`config.mk`:
```
export PLATFORM = sky130hd
export DESIGN_NAME = ecc_point_scalar_multiply_core
export DESIGN_NICKNAME = d
export VERILOG_FILES = /design/src/rtl/ecpsm_pkg.sv /design/src/rtl/ecpsm_datapath.sv /design/src/rtl/ecpsm_ctrl.sv /design/src/rtl/ecc_point_scalar_multiply_core.sv
export SDC_FILE = /design/constraint.sdc
export NUM_CORES = 2
export LEC_CHECK = 0
export BUFFER_PORTS_ARGS = -buffer_cell sky130_fd_sc_hd__buf_2
export CAP_MARGIN = 20
export CORE_MARGIN = 1.5
export CORE_UTILIZATION = 45
export DETAILED_ROUTE_END_ITERATION = 10
export PLACE_DENSITY = 0.7
export SLEW_MARGIN = 0
export SYNTH_ARGS = -nofsm -noshare
export SYNTH_HDL_FRONTEND = slang
export SYNTH_SLANG_ARGS = --single-unit
```
`constraint.sdc`:
```
create_clock -name clk -period 11.75 [get_ports clk]
set_input_delay 1.7625 -clock clk [delete_from_list [all_inputs] [get_ports clk]]
set_output_delay 1.7625 -clock clk [all_outputs]
set_load 0.01 [all_outputs]
```
`src/rtl/ecpsm_pkg.sv`:
```
// Shared types and constants for the point scalar multiply core.
// No dependencies.
package ecpsm_pkg;
	localparam int FieldBits = 16;
	localparam int ScalarBits = 16;
	localparam int ProdBits = 2 * FieldBits;
	localparam logic [FieldBits-1:0] PrimeReset = FieldBits'(1223);
	localparam logic [FieldBits-1:0] CoeffReset = FieldBits'(439);
	localparam logic CfgPrime = 1'b0;
	localparam logic CfgCoeff = 1'b1;

	typedef logic [FieldBits-1:0] felem_t;

	// datapath micro-operations
	typedef enum logic [3:0] {
		OP_NOP,
		OP_MUL,     // r = a*b mod m
		OP_ADD,     // r = a+b mod m
		OP_SUB,     // r = a-b mod m
		OP_RED,     // r = a mod m
		OP_INV      // r = a^-1 mod m, 0 if none
	} dp_op_t;

	typedef struct packed {
		logic       start;
		dp_op_t     op;
		felem_t     a;
		felem_t     b;
	} dp_cmd_t;

	typedef struct packed {
		logic   busy;
		logic   done;
		felem_t r;
	} dp_stat_t;
endpackage

```
`src/rtl/ecpsm_datapath.sv`:
```
// Modular arithmetic unit: multiply, add, subtract, reduce, inverse.
// Depends on ecpsm_pkg. Reduction and inversion are bit-serial.
module ecpsm_datapath (
	input  logic               clk,
	input  logic               arst_n,
	input  ecpsm_pkg::felem_t  m,
	input  ecpsm_pkg::dp_cmd_t cmd,
	output ecpsm_pkg::dp_stat_t stat
);
	import ecpsm_pkg::*;

	localparam logic [2:0] D_IDLE = 3'd0;
	localparam logic [2:0] D_MOD  = 3'd1;
	localparam logic [2:0] D_DIV  = 3'd2;
	localparam logic [2:0] D_INVT = 3'd3;
	localparam logic [2:0] D_FIX  = 3'd4;
	localparam logic [2:0] D_MUL  = 3'd5;
	localparam logic [2:0] D_QMUL = 3'd6;
	localparam logic [2:0] D_TUPD = 3'd7;

	localparam int CntBits = $clog2(ProdBits + 1);

	logic [2:0]          st_q;
	logic                done_q;
	felem_t              res_q;
	logic [ProdBits-1:0] rem_q;
	logic [ProdBits-1:0] num_q;
	logic [CntBits-1:0]  cnt_q;
	logic                inv_q;
	felem_t              mul_a_q, mul_b_q;
	// extended Euclid state
	logic [FieldBits:0]  r0_q, r1_q;
	logic signed [FieldBits+1:0] t0_q, t1_q;
	felem_t              quo_q;
	logic [FieldBits:0]  dr_q;
	logic signed [FieldBits+1:0] tprod_q;

	logic [ProdBits:0]   trial;
	logic [FieldBits+1:0] dtrial;
	logic [FieldBits:0]  sum;
	logic signed [FieldBits+1:0] tadj;
	logic signed [ProdBits+2:0] qt;

	assign trial = {rem_q, num_q[ProdBits-1]} - {{(FieldBits+1){1'b0}}, m};
	assign dtrial = {dr_q, r0_q[FieldBits]} - {1'b0, r1_q};
	assign sum = {1'b0, cmd.a} + {1'b0, cmd.b};
	assign tadj = t0_q + $signed({2'b00, m});
	assign qt = $signed({3'b000, quo_q}) * t1_q;

	always_ff @(posedge clk or negedge arst_n) begin
		if (!arst_n) begin
			st_q <= D_IDLE;
			done_q <= 1'b0;
		end else begin
			done_q <= 1'b0;
			unique case (st_q)
				D_IDLE: begin
					if (cmd.start) begin
						unique case (cmd.op)
							OP_MUL: begin
								mul_a_q <= cmd.a;
								mul_b_q <= cmd.b;
								inv_q <= 1'b0;
								st_q <= D_MUL;
							end
							OP_ADD: begin
								num_q <= {{(FieldBits-1){1'b0}}, sum};
								rem_q <= '0;
								cnt_q <= CntBits'(ProdBits);
								inv_q <= 1'b0;
								st_q <= D_MOD;
							end
							OP_SUB: begin
								num_q <= ProdBits'({1'b0, cmd.a} + {1'b0, m}
									- {1'b0, cmd.b});
								rem_q <= '0;
								cnt_q <= CntBits'(ProdBits);
								inv_q <= 1'b0;
								st_q <= D_MOD;
							end
							OP_RED: begin
								num_q <= ProdBits'(cmd.a);
								rem_q <= '0;
								cnt_q <= CntBits'(ProdBits);
								inv_q <= 1'b0;
								st_q <= D_MOD;
							end
							OP_INV: begin
								num_q <= ProdBits'(cmd.a);
								rem_q <= '0;
								cnt_q <= CntBits'(ProdBits);
								inv_q <= 1'b1;
								st_q <= D_MOD;
							end
							default: begin
								done_q <= 1'b1;
							end
						endcase
					end
				end
				D_MUL: begin
					num_q <= mul_a_q * mul_b_q;
					rem_q <= '0;
					cnt_q <= CntBits'(ProdBits);
					st_q <= D_MOD;
				end
				D_MOD: begin
					if (!trial[ProdBits])
						rem_q <= trial[ProdBits-1:0];
					else
						rem_q <= {rem_q[ProdBits-2:0], num_q[ProdBits-1]};
					num_q <= {num_q[ProdBits-2:0], 1'b0};
					cnt_q <= cnt_q - 1'b1;
					if (cnt_q == CntBits'(1)) begin
						if (inv_q) begin
							r0_q <= {1'b0, m};
							r1_q <= !trial[ProdBits] ? trial[FieldBits:0]
								: {rem_q[FieldBits-1:0], num_q[ProdBits-1]};
							t0_q <= '0;
							t1_q <= (FieldBits+2)'(1);
							st_q <= D_INVT;
						end else begin
							res_q <= !trial[ProdBits] ? trial[FieldBits-1:0]
								: {rem_q[FieldBits-2:0], num_q[ProdBits-1]};
							done_q <= 1'b1;
							st_q <= D_IDLE;
						end
					end
				end
				D_INVT: begin
					if (r1_q == '0) begin
						st_q <= D_FIX;
					end else begin
						dr_q <= '0;
						quo_q <= '0;
						cnt_q <= CntBits'(FieldBits + 1);
						st_q <= D_DIV;
					end
				end
				D_DIV: begin
					// restoring division r0 / r1
					if (!dtrial[FieldBits+1]) begin
						dr_q <= dtrial[FieldBits:0];
						quo_q <= {quo_q[FieldBits-2:0], 1'b1};
					end else begin
						dr_q <= {dr_q[FieldBits-1:0], r0_q[FieldBits]};
						quo_q <= {quo_q[FieldBits-2:0], 1'b0};
					end
					r0_q <= {r0_q[FieldBits-1:0], 1'b0};
					cnt_q <= cnt_q - 1'b1;
					if (cnt_q == CntBits'(1)) begin
						r0_q <= r1_q;
						r1_q <= !dtrial[FieldBits+1] ? dtrial[FieldBits:0]
							: {dr_q[FieldBits-1:0], r0_q[FieldBits]};
						st_q <= D_QMUL;
					end
				end
				D_QMUL: begin
					tprod_q <= (FieldBits+2)'(qt);
					st_q <= D_TUPD;
				end
				D_TUPD: begin
					t0_q <= t1_q;
					t1_q <= t0_q - tprod_q;
					st_q <= D_INVT;
				end
				D_FIX: begin
					if (r0_q != (FieldBits+1)'(1))
						res_q <= '0;
					else if (t0_q < 0)
						res_q <= tadj[FieldBits-1:0];
					else
						res_q <= t0_q[FieldBits-1:0];
					done_q <= 1'b1;
					st_q <= D_IDLE;
				end
				default: st_q <= D_IDLE;
			endcase
		end
	end

	assign stat.busy = (st_q != D_IDLE);
	assign stat.done = done_q;
	assign stat.r = res_q;
endmodule

```
`src/rtl/ecpsm_ctrl.sv`:
```
// Sequencer for double-and-add over the scalar bits.
// Depends on ecpsm_pkg; drives ecpsm_datapath through command/status.
module ecpsm_ctrl (
	input  logic                clk,
	input  logic                arst_n,
	input  logic                start,
	input  ecpsm_pkg::felem_t   m,
	input  ecpsm_pkg::felem_t   coef,
	input  ecpsm_pkg::felem_t   px,
	input  ecpsm_pkg::felem_t   py,
	input  logic [ecpsm_pkg::ScalarBits-1:0] k,
	input  ecpsm_pkg::dp_stat_t stat,
	output ecpsm_pkg::dp_cmd_t  cmd,
	output logic                busy,
	output logic                fin,
	output ecpsm_pkg::felem_t   rx,
	output ecpsm_pkg::felem_t   ry
);
	import ecpsm_pkg::*;

	// micro-program steps
	localparam logic [5:0] S_IDLE  = 6'd0;
	localparam logic [5:0] S_RA    = 6'd1;
	localparam logic [5:0] S_RX    = 6'd2;
	localparam logic [5:0] S_RY    = 6'd3;
	localparam logic [5:0] S_LOOP  = 6'd4;
	localparam logic [5:0] S_PADD  = 6'd5;  // begin point op
	localparam logic [5:0] S_A1    = 6'd6;  // dy = qy-py
	localparam logic [5:0] S_A2    = 6'd7;  // dx = qx-px
	localparam logic [5:0] S_A3    = 6'd8;  // inv dx
	localparam logic [5:0] S_A4    = 6'd9;  // lam = dy*inv
	localparam logic [5:0] S_D1    = 6'd10; // x^2
	localparam logic [5:0] S_D2    = 6'd11; // 2x^2
	localparam logic [5:0] S_D3    = 6'd12; // 3x^2
	localparam logic [5:0] S_D4    = 6'd13; // +a
	localparam logic [5:0] S_D5    = 6'd14; // 2y
	localparam logic [5:0] S_D6    = 6'd15; // inv
	localparam logic [5:0] S_D7    = 6'd16; // lam
	localparam logic [5:0] S_D8    = 6'd17; // 2x
	localparam logic [5:0] S_X1    = 6'd18; // lam^2
	localparam logic [5:0] S_X2    = 6'd19; // - px (or -2x)
	localparam logic [5:0] S_X3    = 6'd20; // - qx
	localparam logic [5:0] S_Y1    = 6'd21; // px - rx
	localparam logic [5:0] S_Y2    = 6'd22; // lam*()
	localparam logic [5:0] S_Y3    = 6'd23; // - py
	localparam logic [5:0] S_WB    = 6'd24;
	localparam logic [5:0] S_DONE  = 6'd25;

	localparam int IdxBits = $clog2(ScalarBits + 1);

	logic [5:0] st_q, ret_q;
	logic       wait_q;
	logic       dbl_q;        // current op is doubling of add point
	logic       phase_q;      // 0: acc+=add, 1: add=2add
	felem_t     a_q, ax_q, ay_q, cx_q, cy_q;
	felem_t     px_q, py_q, qx_q, qy_q;
	felem_t     lam_q, t_q, u_q, nx_q, ny_q;
	logic [ScalarBits-1:0] k_q;
	logic [IdxBits-1:0]    i_q;
	logic       issue;
	dp_op_t     op;
	felem_t     oa, ob;

	always_comb begin
		issue = 1'b0;
		op = OP_NOP;
		oa = '0;
		ob = '0;
		unique case (st_q)
			S_RA: begin issue = 1'b1; op = OP_RED; oa = coef; end
			S_RX: begin issue = 1'b1; op = OP_RED; oa = ax_q; end
			S_RY: begin issue = 1'b1; op = OP_RED; oa = ay_q; end
			S_A1: begin issue = 1'b1; op = OP_SUB; oa = qy_q; ob = py_q; end
			S_A2: begin issue = 1'b1; op = OP_SUB; oa = qx_q; ob = px_q; end
			S_A3: begin issue = 1'b1; op = OP_INV; oa = u_q; end
			S_A4: begin issue = 1'b1; op = OP_MUL; oa = t_q; ob = u_q; end
			S_D1: begin issue = 1'b1; op = OP_MUL; oa = px_q; ob = px_q; end
			S_D2: begin issue = 1'b1; op = OP_ADD; oa = t_q; ob = t_q; end
			S_D3: begin issue = 1'b1; op = OP_ADD; oa = u_q; ob = t_q; end
			S_D4: begin issue = 1'b1; op = OP_ADD; oa = u_q; ob = a_q; end
			S_D5: begin issue = 1'b1; op = OP_ADD; oa = py_q; ob = py_q; end
			S_D6: begin issue = 1'b1; op = OP_INV; oa = u_q; end
			S_D7: begin issue = 1'b1; op = OP_MUL; oa = t_q; ob = u_q; end
			S_D8: begin issue = 1'b1; op = OP_ADD; oa = px_q; ob = px_q; end
			S_X1: begin issue = 1'b1; op = OP_MUL; oa = lam_q; ob = lam_q; end
			S_X2: begin issue = 1'b1; op = OP_SUB; oa = u_q; ob = dbl_q ? t_q : px_q; end
			S_X3: begin issue = 1'b1; op = OP_SUB; oa = u_q; ob = qx_q; end
			S_Y1: begin issue = 1'b1; op = OP_SUB; oa = px_q; ob = nx_q; end
			S_Y2: begin issue = 1'b1; op = OP_MUL; oa = lam_q; ob = u_q; end
			S_Y3: begin issue = 1'b1; op = OP_SUB; oa = u_q; ob = py_q; end
			default: ;
		endcase
	end

	assign cmd.start = issue && !wait_q;
	assign cmd.op = op;
	assign cmd.a = oa;
	assign cmd.b = ob;

	always_ff @(posedge clk or negedge arst_n) begin
		if (!arst_n) begin
			st_q <= S_IDLE;
			wait_q <= 1'b0;
			fin <= 1'b0;
		end else begin
			fin <= 1'b0;
			if (issue && !wait_q) begin
				wait_q <= 1'b1;
			end else if (issue && wait_q) begin
				if (stat.done) begin
					wait_q <= 1'b0;
					unique case (st_q)
						S_RA: begin a_q <= stat.r; st_q <= S_RX; end
						S_RX: begin ax_q <= stat.r; st_q <= S_RY; end
						S_RY: begin
							ay_q <= stat.r;
							cx_q <= '0;
							cy_q <= '0;
							i_q <= '0;
							st_q <= S_LOOP;
						end
						S_A1: begin t_q <= stat.r; st_q <= S_A2; end
						S_A2: begin u_q <= stat.r; st_q <= S_A3; end
						S_A3: begin u_q <= stat.r; st_q <= S_A4; end
						S_A4: begin lam_q <= stat.r; st_q <= S_X1; end
						S_D1: begin t_q <= stat.r; st_q <= S_D2; end
						S_D2: begin u_q <= stat.r; st_q <= S_D3; end
						S_D3: begin u_q <= stat.r; st_q <= S_D4; end
						S_D4: begin t_q <= stat.r; st_q <= S_D5; end
						S_D5: begin u_q <= stat.r; st_q <= S_D6; end
						S_D6: begin u_q <= stat.r; st_q <= S_D7; end
						S_D7: begin lam_q <= stat.r; st_q <= S_D8; end
						S_D8: begin t_q <= stat.r; st_q <= S_X1; end
						S_X1: begin u_q <= stat.r; st_q <= S_X2; end
						S_X2: begin
							u_q <= stat.r;
							if (dbl_q) begin
								nx_q <= stat.r;
								st_q <= S_Y1;
							end else begin
								st_q <= S_X3;
							end
						end
						S_X3: begin nx_q <= stat.r; st_q <= S_Y1; end
						S_Y1: begin u_q <= stat.r; st_q <= S_Y2; end
						S_Y2: begin u_q <= stat.r; st_q <= S_Y3; end
						S_Y3: begin ny_q <= stat.r; st_q <= S_WB; end
						default: st_q <= S_IDLE;
					endcase
				end
			end else begin
				unique case (st_q)
					S_IDLE: begin
						if (start) begin
							k_q <= k;
							ax_q <= px;
							ay_q <= py;
							if (m < FieldBits'(3)) begin
								cx_q <= '0;
								cy_q <= '0;
								st_q <= S_DONE;
							end else begin
								st_q <= S_RA;
							end
						end
					end
					S_LOOP: begin
						if (i_q == IdxBits'(ScalarBits) || k_q == '0) begin
							st_q <= S_DONE;
						end else if (k_q[0]) begin
							phase_q <= 1'b0;
							st_q <= S_PADD;
						end else begin
							phase_q <= 1'b1;
							st_q <= S_PADD;
						end
					end
					S_PADD: begin
						// P = first operand, Q = second
						if (!phase_q) begin
							px_q <= cx_q; py_q <= cy_q;
						end else begin
							px_q <= ax_q; py_q <= ay_q;
						end
						qx_q <= ax_q;
						qy_q <= ay_q;
						if (!phase_q && cx_q == '0 && cy_q == '0) begin
							nx_q <= ax_q; ny_q <= ay_q;
							st_q <= S_WB;
						end else if (ax_q == '0 && ay_q == '0) begin
							nx_q <= phase_q ? ax_q : cx_q;
							ny_q <= phase_q ? ay_q : cy_q;
							st_q <= S_WB;
						end else if (phase_q || cx_q == ax_q) begin
							if ((phase_q ? 1'b0 : (cy_q != ay_q)) || ay_q == '0) begin
								nx_q <= '0; ny_q <= '0;
								st_q <= S_WB;
							end else begin
								dbl_q <= 1'b1;
								st_q <= S_D1;
							end
						end else begin
							dbl_q <= 1'b0;
							st_q <= S_A1;
						end
					end
					S_WB: begin
						if (!phase_q) begin
							cx_q <= nx_q; cy_q <= ny_q;
							phase_q <= 1'b1;
							st_q <= S_PADD;
						end else begin
							ax_q <= nx_q; ay_q <= ny_q;
							k_q <= k_q >> 1;
							i_q <= i_q + 1'b1;
							st_q <= S_LOOP;
						end
					end
					S_DONE: begin
						fin <= 1'b1;
						st_q <= S_IDLE;
					end
					default: st_q <= S_IDLE;
				endcase
			end
		end
	end

	assign busy = (st_q != S_IDLE);
	assign rx = cx_q;
	assign ry = cy_q;
endmodule

```
`src/rtl/ecc_point_scalar_multiply_core.sv`:
```
// Point scalar multiply core: a sequencer and a modular arithmetic unit.
// Depends on ecpsm_pkg, ecpsm_ctrl and ecpsm_datapath.
// One transaction at a time. A transaction skips the arithmetic and yields the
// point at infinity when the prime is below three; otherwise its length is set
// by the position of the highest set scalar bit and by the Euclid step counts:
// three input reductions run first, then each bit up to the highest set one runs
// a doubling and, where the bit is set, an addition in the shared arithmetic
// unit. An inverse runs one Euclid step after another (up to about 23 steps)
// after its reduction. A result waits in an output register; input stalls from
// the end of a transaction until that register is free.
module ecc_point_scalar_multiply_core (
	input  logic                             clk,
	input  logic                             arst_n,
	input  logic                             cfg_we,
	input  logic                             cfg_index,
	input  logic [ecpsm_pkg::FieldBits-1:0]  cfg_data,
	input  logic                             in_valid,
	output logic                             in_stall,
	input  logic [ecpsm_pkg::FieldBits-1:0]  point_x,
	input  logic [ecpsm_pkg::FieldBits-1:0]  point_y,
	input  logic [ecpsm_pkg::ScalarBits-1:0] scalar,
	output logic                             out_valid,
	input  logic                             out_stall,
	output logic [ecpsm_pkg::FieldBits-1:0]  result_x,
	output logic [ecpsm_pkg::FieldBits-1:0]  result_y,
	output logic                             at_infinity
);
	import ecpsm_pkg::*;

	felem_t   prime_q, coef_q;
	dp_cmd_t  cmd;
	dp_stat_t stat;
	logic     busy, fin, start;
	felem_t   rx, ry;

	always_ff @(posedge clk or negedge arst_n) begin
		if (!arst_n) begin
			prime_q <= PrimeReset;
			coef_q <= CoeffReset;
		end else if (cfg_we) begin
			unique case (cfg_index)
				CfgPrime: prime_q <= cfg_data;
				CfgCoeff: coef_q <= cfg_data;
				default: ;
			endcase
		end
	end

	assign in_stall = busy || fin || (out_valid && out_stall);
	assign start = in_valid && !in_stall;

	ecpsm_ctrl u_ctrl (
		.clk(clk), .arst_n(arst_n), .start(start), .m(prime_q), .coef(coef_q),
		.px(point_x), .py(point_y), .k(scalar), .stat(stat), .cmd(cmd),
		.busy(busy), .fin(fin), .rx(rx), .ry(ry)
	);

	ecpsm_datapath u_dp (
		.clk(clk), .arst_n(arst_n), .m(prime_q), .cmd(cmd), .stat(stat)
	);

	always_ff @(posedge clk or negedge arst_n) begin
		if (!arst_n) begin
			out_valid <= 1'b0;
		end else if (fin) begin
			out_valid <= 1'b1;
			result_x <= rx;
			result_y <= ry;
			at_infinity <= (rx == '0) && (ry == '0);
		end else if (!out_stall) begin
			out_valid <= 1'b0;
		end
	end

	a_inf_zero: assert property (@(posedge clk) disable iff (!arst_n)
		out_valid && at_infinity |-> result_x == '0 && result_y == '0)
		else $error("infinity flag with nonzero coordinates");
	a_no_start_busy: assert property (@(posedge clk) disable iff (!arst_n)
		busy |-> !start)
		else $error("start while busy");
	a_cmd_idle: assert property (@(posedge clk) disable iff (!arst_n)
		cmd.start |=> stat.busy || stat.done)
		else $error("arithmetic command lost");
endmodule

```
==> summary.md <==
The die covers 99260 um^2. The critical path buffer and inverter count came out at 5. The run gives 4.725 ns as the final worst setup slack. The run gives 27.71% as the worst-case headroom to the max-slew limit.

The I/O pin total is 105, and the detailed placer's ending HPWL is 90190 um. The logs give 0 for the number of hold buffers added after cts and 4.73 ns for the internal reg-to-reg setup slack. The fraction of final layout cells with drive strength greater than 1 was 9.166%; the number of enable flip-flop cells after synthesis was 520. The commonest cells after synthesis are sky130_fd_sc_hd__nand2_1 (531), sky130_fd_sc_hd__edfxtp_1 (520), sky130_fd_sc_hd__inv_1 (498). For the initial antenna violation count, the log shows 1.

OpenSTA, run right after detailed placement, puts the worst setup slack at 4.770 ns. The area growth from synthesis to layout is 9.534%. The number of standard cells in the layout, taps in and fillers out came out at 5640. The average instance in the mapped netlist occupies 10.28 um^2. The number of instances in the synthesized netlist is 4261, and the delay of the slowest cell on the worst path is 0.78 ns. The filler cell count in the final layout is 8615, and the number of buffers added on ports is 104.

The netlist area before placement was 43820 um^2. On the critical path, the stage with the largest delay is an instance of sky130_fd_sc_hd__edfxtp_1. For this configuration, the core starts out at a cell density of 45.38%. Post-CTS repair changed the size of 0 cells.

For the pin with the worst max-slew slack, the measured transition is 1.082 ns. The final design utilization came out at 49.70%. The total power divided by cell area was 249.6 nW/um^2; the CTS buffer count was 60. The run finished with clean final reports. The number of buffers inserted by post-CTS setup repair is 0. The H-tree was split into 2 levels. Before antenna repair, the detailed router went through 9 iterations. TritonCTS built the clock tree.

The peak ir drop on the vdd network is 0.6181 mV. STA classifies the critical path endpoint as a register. The met1 usage is 34.55%.

The endpoint of the worst register-to-register path was u_dp.num_q[29]. In the synthesized netlist the async set-or-reset flop fraction comes to 7.801%. sky130_fd_sc_hd__nand2_1 is the most common cell in the netlist. Measured along the x axis, the die boundary spans 315.1 um. The total overflow reported by the global router is 0. The initialized floorplan defines 114 standard-cell rows. The Yosys warning count is 0. In this run the most critical hold path is launched from u_ctrl.ny_q[14]. Along the worst path, the maximum fanout reaches 16. For this run, global-route usage on met2 was measured as 38.62%. In the final layout, flip-flops and latches occupy 16730 um^2. The number of antenna-violating nets in the routed design is 0. Portion of the post-synthesis area used by sequential elements: 38.18%. The worst-skew pair later-pin latency is 0.69 ns, and the achievable clock frequency is 142.4 MHz. The detailed router finished its first iteration with 3232 violations.

The post-synthesis net count was 4915; the number of different library cells in the post-synthesis netlist was 84. In this run the critical register-to-register path is launched from u_dp.mul_b_q[7]. The tool flagged a number of max-cap violations equal to 0. The post-detailed-routing wire length was 121600 um; the total of endpoints with negative setup slack in the final report was 0. In the routed design, unresolved DRC markers number 0.

The via count of the first global-routing pass is 32.53k, and the static leakage is 19.79 nW. The overall die height was 315.1 um; the first-pass GRT wire length was 189900 um. The clock drives 564 sinks. Clock-pin slew was measured on the worst setup and hold paths at 0.07 ns. The final critical path takes up 59.78% of the cycle. The number of antenna diodes in the final layout is 0.

The weighted congestion at the end of routability-driven global placement is 0.9487. The maximum number of pins on one net before global-route repair is 70. Walking the worst path, the cells encountered are nand2_1, fa_1, inv_1, fa_1, inv_1, fa_1, inv_1, fa_1, fa_1, inv_1, fa_1, inv_1, ha_1, a21o_1, a21oi_1, o21ai_0, a211oi_1, o21ai_0, o31ai_1, nand3b_1, xnor2_1, o211ai_1. The smallest clock period supported by the final layout is computed as 7.025 ns.

The worst path required time is 12.10 ns. For the area of the core, the log shows 96570 um^2. The global-route layer with the greatest usage is met2. In this run, placement finished with an instance count of 5524. Count of state elements after synthesis: 564. The tightest hold path in the finished design has a slack of 0.5209 ns. The logs give 24700 um^2 for the area of the multi-input gates and 7.38 ns for the data arrival time of the critical path.

The critical path is of the register to register type. Wire length per cell after detailed routing: 21.56 um. Power comes to 11.98 mW. Summing all non-filler instances in the final layout gives an area of 48000 um^2.

In this run the worst hold path is classified as register to register. The total global routing track utilization is 24.58%, and the global-route met3 utilization is 3.631%. The run gives 32.85k as the via total after detailed routing. The via density per instance is 5.824. Summed over its instances, the top area cell type makes up 35.63% of the synthesized netlist area. The end of the worst hold path is u_ctrl.ry[14]. In this run the clock root is driven by a sky130_fd_sc_hd__clkbuf_16. The tools report the number of nets in the finished design as 4967.

The tools report the type of element launching the critical path as a register. The logs give 3 for the clock tree buffer depth and 45870 um^2 for the total cell area at the placement stage. The timing startpoint of the critical path is u_dp.mul_b_q[7]. Among the stages of the critical path, the cell type that occurs most often is sky130_fd_sc_hd__fa_1.

The final hold violation count was 0; the number of cells on the worst hold path was 1. Setup repair after global routing left no endpoint under its margin. Between clock sinks in the finished design, the worst skew comes to 0.06127 ns.

The worst reg2reg path depth works out to 22. For the max-slew violation total from the final report, the log shows 0. The top flip-flop cell by instance count after synthesis is sky130_fd_sc_hd__edfxtp_1. The tools report the accumulated negative setup slack as 0 ns. The family of cells with the greatest summed delay on the critical path was adder cells.

sky130_fd_sc_hd__edfxtp_1 takes more of the synthesized area than any other cell. Sorting the synthesized cells by area gives the leading types as sky130_fd_sc_hd__edfxtp_1 (36%), sky130_fd_sc_hd__fa_1 (14%), sky130_fd_sc_hd__ha_1 (7.9%).
placed cells by master (no fill, tap or decap), drive strengths merged, types with 25 or more instances in the layout:
master / count
a221oi: 48
nor2b: 35
a21oi: 177
a31oi: 40
a21o: 42
ha: 275
o21a: 34
nor3: 56
xor2: 64
a22oi: 83
nand4: 25
dfrtp: 31
o21ai: 139
clkbuf: 70
mux2i: 82
nand3: 34
nor2: 220
buf: 167
clkinv: 28
a211o: 37
edfxtp: 520
and2: 255
inv: 502
fa: 309
nor4: 44
mux2: 66
nand2: 531
xnor2: 140
nand2b: 37
worst register-to-register path, delay by kind of cell (launching register included):
family	cells	cell delay (ns)
XOR/XNOR	1	0.16
adder cells (fa/ha/maj)	7	3.37
AND/OR/NAND/NOR	2	0.33
AO/OA/AOI/OAI	7	1.84
flip-flops	1	0.78
buffers and inverters	5	0.27
power by group:
part	switching, mW	internal (mW)
registers	0.303	2.82
clock network	0.861	1.13
logic	4.09	2.78
total	5.25	6.73
layer usage:
layer  vias up  share of wire (%)
li1      14890                  -
met1     16280                 42
met2      1407                 46
met3       275                8.3
met4         0                3.7
met5         -                  0
sequential cells by signal, indices dropped and copies added, names as in the netlist, 17 cells and up:
register	cells
u_dp.r0_q	17
u_dp.t1_q	18
u_dp.t0_q	18
u_dp.dr_q	17
u_dp.rem_q	32
u_dp.num_q	32
u_dp.r1_q	17
u_dp.tprod_q	18
cells by family (layout without fill, tap and decap cells):
group | Yosys count | count (layout) | synth area share (%)
and+or+nand+nor | 1308 | 1308 | 14.30
AOI/OAI and AO/OA | 777 | 777 | 12.00
buffers and inverters | 676 | 779 | 5.828
adders and majority gates | 584 | 584 | 21.97
DFF | 564 | 564 | 38.18
xor gates and xnor gates | 204 | 204 | 4.120
muxes | 148 | 148 | 3.603
how the worst max path moves through the flow:
stage	to	slack, ns	cells after the start
floorplan	u_dp.num_q[30]	5.66	23
global placement	u_dp.num_q[29]	4.85	22
detailed placement	u_dp.num_q[29]	4.77	22
CTS	u_dp.num_q[29]	4.76	22
global route	u_dp.num_q[29]	4.32	22
finish	u_dp.num_q[29]	4.73	22
final cells by class:
type / count / area share [%]
Multi-Input combinational cell: 3021 / 51.46
Timing Repair Buffer: 167 / 2.127
Clock buffer: 70 / 3.290
Clock inverter: 43 / 1.032
Inverter: 499 / 3.902
Sequential cell: 564 / 34.87
Tap cell: 1276 / 3.326
(Power assumes the default switching activity.)
